File: src/rcpf_pkg.sv
// Shared types and constants for the recent coordinate pair filter.
package rcpf_pkg;

	localparam int HIST_DEPTH = 64;
	localparam int PTR_W      = $clog2(HIST_DEPTH);
	localparam int CNT_W      = $clog2(HIST_DEPTH + 1);
	localparam int COORD_W    = 32;
	localparam int PAIR_W     = 4 * COORD_W;
	localparam int HLEN_W     = 7;
	localparam int STATUS_W   = 2;

	localparam logic [STATUS_W-1:0] ST_NEW     = 2'd0;
	localparam logic [STATUS_W-1:0] ST_REPEAT  = 2'd1;
	localparam logic [STATUS_W-1:0] ST_NOSETUP = 2'd2;

	typedef logic [PAIR_W-1:0] pair_t;

	// Commands from the controller to the datapath.
	typedef struct packed {
		logic                cfg_wr;
		logic                load;
		logic                search;
		logic                commit;
		logic                set_res;
		logic [STATUS_W-1:0] res;
		logic                out_load;
	} ctl_t;

	// Status from the datapath to the controller.
	typedef struct packed {
		logic len_zero;
		logic match;
		logic done;
	} sts_t;

endpackage

File: src/rcpf_ctrl.sv
// Controller: sequences accept, search, record and result handoff.
module rcpf_ctrl import rcpf_pkg::*; (
	input  logic clk,
	input  logic arst_n,
	input  logic in_valid,
	output logic in_ready,
	input  logic cfg_valid,
	output logic cfg_ready,
	output logic out_valid,
	input  logic out_ready,
	input  sts_t sts,
	output ctl_t ctl
);

	localparam logic [1:0] S_IDLE   = 2'd0;
	localparam logic [1:0] S_SEARCH = 2'd1;
	localparam logic [1:0] S_FINISH = 2'd2;

	logic [1:0] state_q;
	logic [1:0] state_d;
	logic       out_valid_q;
	logic       out_free;

	assign out_free  = !out_valid_q || out_ready;
	assign cfg_ready = (state_q == S_IDLE);
	assign in_ready  = (state_q == S_IDLE) && !cfg_valid;
	assign out_valid = out_valid_q;

	always_comb begin
		ctl          = '0;
		ctl.res      = ST_NEW;
		state_d      = state_q;
		ctl.cfg_wr   = cfg_valid && cfg_ready;
		case (state_q)
			S_IDLE: begin
				if (in_valid && in_ready) begin
					ctl.load = 1'b1;
					state_d  = S_SEARCH;
				end
			end
			S_SEARCH: begin
				ctl.search = 1'b1;
				if (sts.len_zero) begin
					ctl.set_res = 1'b1;
					ctl.res     = ST_NOSETUP;
					state_d     = S_FINISH;
				end else if (sts.match) begin
					ctl.set_res = 1'b1;
					ctl.res     = ST_REPEAT;
					state_d     = S_FINISH;
				end else if (sts.done) begin
					ctl.set_res = 1'b1;
					ctl.res     = ST_NEW;
					ctl.commit  = 1'b1;
					state_d     = S_FINISH;
				end
			end
			S_FINISH: begin
				// Hold until the output register is free.
				if (out_free) begin
					ctl.out_load = 1'b1;
					state_d      = S_IDLE;
				end
			end
			default: begin
				state_d = S_IDLE;
			end
		endcase
	end

	always_ff @(posedge clk or negedge arst_n) begin
		if (!arst_n) begin
			state_q     <= S_IDLE;
			out_valid_q <= 1'b0;
		end else begin
			state_q <= state_d;
			if (ctl.out_load) begin
				out_valid_q <= 1'b1;
			end else if (out_ready) begin
				out_valid_q <= 1'b0;
			end
		end
	end

endmodule
File: config.mk
export PLATFORM = sky130hd
export DESIGN_NAME = rcpf_ctrl
export DESIGN_NICKNAME = d
export VERILOG_FILES = /design/src/rcpf_pkg.sv /design/src/rcpf_ctrl.sv
export SDC_FILE = /design/constraint.sdc
export NUM_CORES = 1
export LEC_CHECK = 0
export BUFFER_PORTS_ARGS = -buffer_cell sky130_fd_sc_hd__buf_2
export CORE_AREA = 2 2 39 41
export CTS_BUF_LIST = sky130_fd_sc_hd__clkbuf_16
export DETAILED_ROUTE_END_ITERATION = 8
export DIE_AREA = 0 0 41 43
export GPL_ROUTABILITY_DRIVEN = 0
export HOLD_SLACK_MARGIN = 0.02
export PLACE_DENSITY = 0.4
export SLEW_MARGIN = 25
export SYNTH_ARGS = -nofsm -noshare
export SYNTH_HDL_FRONTEND = slang
export SYNTH_SLANG_ARGS = --single-unit
File: constraint.sdc
create_clock -name clk -period 1.4 [get_ports clk]
set_input_delay 0.07 -clock clk [delete_from_list [all_inputs] [get_ports clk]]
set_output_delay 0.07 -clock clk [all_outputs]
set_load 0.01 [all_outputs]
==> results.md <==
* Post-synth net total at 31
* Worst slew pin tran at 0.220 ns
* Post-DP HPWL at between 400 and 500 microns
* FF+latch count, synth at 3
* Die W at roughly 41 microns
* Final min period at approximately 1.3 ns
* Sw frac at 0.214
* Yosys Warn Count at 0
* Initial antenna violation count at 0
* Reg-to-Reg End: state_q[0]$_DFFE_PN0P_
* Final hold viol count at 0
* Number of diodes at 0
* Slowest stage cell, crit path: dfrtp_1
* Max-cap violations at 0
* Top sig layer: met4
* # rows at 14
* WP buf/inv at 1
* Vias in the first global route at between 200 and 250
* Fmax at 0.776 GHz
* Status: finished clean
* Worst Hold End: state_q[0]$_DFFE_PN0P_
* Switching Power at 140 uW
* Post-route worst setup slack at approximately 0.11 ns
* P_int at between 500 and 600 uW
* Final setup vio count at 0
* Area grow syn2layout at 110%
* Setup Skew at ~0.0005 ns
* Tot GR Track Use at 0.0766
* Post-DP Area at 304 sq um
* Worst Path Required at around 1.3 ns
* CTS Root Cell: clkbuf_16
* Syn_area_per_cell at ~8.4 sq um
* PortBufs at 18
* Clock transition at the registers of the reported paths at around 0.03 ns
* Hold depth at 3
* Leak at roughly 0.00022 uW
* Total power per unit cell area at roughly 1600 nW/um^2
* Post-Syn Instances at 23
* Crit path capture type: output pin
* Clock power share at 0.678
* WL met2 at between 200 and 300 microns
* CTS Buf Count at 3
* Core ar. at 1380 sq um
* Num Clock Sinks at 3
* Routed len/inst at roughly 8.7 microns
* Share of cells above drive strength 1 at 0.522
* Synth unique cells at 14
* First-pass GRT wire length at 814 microns
* Hold_sp: sts[0]
* Sequential share of power at 0.168
* Final net count at 55
* Total gr overflow at 0
* Routed WL at 540 microns
* H-tree depth at 1
* Crit path max fanout at 6
* Drt first pass iters at 1
* Wl on met1 at 187 microns
* Max Root-Sink Buffers at 2
* Pins Over Slew Limit at 0
* Hold Crit Class: input pin to flop
* Critical path cell sequence: nand2b_4 -> nor4b_2 -> buf_2
* RSZ-0062 raised after global routing: false
* Pin count of the biggest net entering global routing at 8
* Crit path max-delay family: simple AND/OR/NAND/NOR gates
* Worst r2r src: state_q[0]$_DFFE_PN0P_
* Initial Util at 0.140
* Post-Syn Area at between 150 and 200 sq um
* Critical path class: flop to output pin
* Iteration-0 DRC Markers at 0
* DRT antenna net count at 0
* CTS tree: yes
* Vias per cell at 4.15
* R2r worst-path depth at 2
* Detailed-route via count at ~260
* Worst IR Drop VDD at between 0.0005 and 0.0006 V
* Setup tns final at 0 ns
* Die Ht at between 40 and 50 microns
* Combinational power share at 0.154
* Clk Latency, worst-skew pair at roughly 0.22 ns
* I/O pin total at 19
* Slowest stage delay, CP at ~0.42 ns
* Final Cycle Share at 0.921
* Sequential share of the synthesized area at 0.387
* Worst Path Arrival at between 1 and 1.5 ns
* Commonest non-fill, non-tap cell in the layout: buf_2
* DIE AREA at around 1800 sq um
* Critical Path Source Type: flop
* Final instance area at 407 sq um
* Slew margin rel. at 0.852
* R2R Setup Slk at between 0.2 and 0.25 ns
* Remaining DRCs at 0
* Pre-CTS setup slack at 0.233 ns
* Met3 wire len at 66 microns
* Most frequent cells in the layout: buf_2, nor2_1, inv_1, clkbuf_16, dfrtp_1
* WP depth at 3
[kinds of logic after synthesis]
| kind of cell | synth area share |
|---|---|
| buf+inv | 0.0387 |
| flops | 0.387 |
| compound gates | 0.0581 |
| simple gates | 0.516 |
[registers in the layout, indices dropped and copies added, names as in the netlist]
name and count:
state_q 2, out_valid 1
[cell usage after synthesis]
library cell / n / area, sq um
nor3b_1: 1 / 7.51
nor3_1: 2 / 10.0
nand2_1: 1 / 3.75
and2_1: 1 / 6.26
o22ai_1: 1 / 6.26
a21oi_1: 1 / 5.00
inv_1: 2 / 7.51
or3b_2: 1 / 8.76
nor2b_1: 1 / 6.26
nor4b_1: 2 / 17.5
nand2b_1: 3 / 18.8
nor2_1: 3 / 11.3
dfrtp_1: 3 / 75.1
or4b_1: 1 / 10.0
[routing by layer]
layer | up-vias | global-route usage
met5 | - | 0
li1 | 128 | -
met2 | 10 | 0.116
met1 | 116 | 0.0586
met3 | 3 | 0.0628
met4 | 0 | 0.0600
[worst reg2reg max path: cells and delay by family, from the launching register on]
kind,cells,cell delay [ns]
AND/OR/NAND/NOR,1,0.48
flip-flops,1,0.44
AO/OA/AOI/OAI,1,0.16
[how the worst max path moves through the flow]
stage | from | endpoint | slack, ns
after floorplan | state_q[1]$_DFFE_PN0P_ | ctl[4] | 0.22
after global placement | state_q[1]$_DFFE_PN0P_ | ctl[4] | 0.23
after detailed placement | state_q[1]$_DFFE_PN0P_ | ctl[4] | 0.23
after CTS | state_q[1]$_DFFE_PN0P_ | ctl[4] | 0.01
after global routing | state_q[1]$_DFFE_PN0P_ | ctl[4] | 0.03
final | state_q[1]$_DFFE_PN0P_ | ctl[4] | 0.11
[per-stage QoR]
stage | hold WS, ns | instances | utilization | total power [uW]
after global routing | 0.188 | 62 | 0.294 | 687
after floorplan | -0.226 | 23 | - | 158
after detailed placement | -0.131 | 57 | 0.220 | 205
final | 0.148 | 62 | 0.294 | 657
after global placement | -0.131 | 57 | 0.220 | 207
after CTS | 0.156 | 62 | 0.286 | 659
[final cells by class]
| type | count | area (sq um) |
|---|---|---|
| clock buffer | 3 | 75.1 |
| clock inverter | 1 | 3.75 |
| fill | 152 | 977 |
| inverter | 2 | 7.51 |
| multi-input combinational | 18 | 125 |
| sequential | 3 | 75.1 |
| tap | 16 | 20.0 |
| timing repair buffer | 19 | 100 |
[power groups by stage]
stage | registers (uW) | clock network (uW) | logic [uW]
detailed placement | 110 | 0 | 95.6
finish | 110 | 445 | 101
CTS | 109 | 450 | 99.3
global route | 112 | 460 | 114
global placement | 109 | 0 | 98.2
floorplan | 110 | 0 | 47.6
[what timing repair did]
item | 4_1_cts | 5_1_grt
setup buffers | 0 | 0
hold buffers | 1 | 0
hold endpoints to repair | 3 | 0
endpoints found under the setup margin | 1 | 1
resized for setup | 1 | 2
Note: power is estimated with default switching activity, not from simulation.
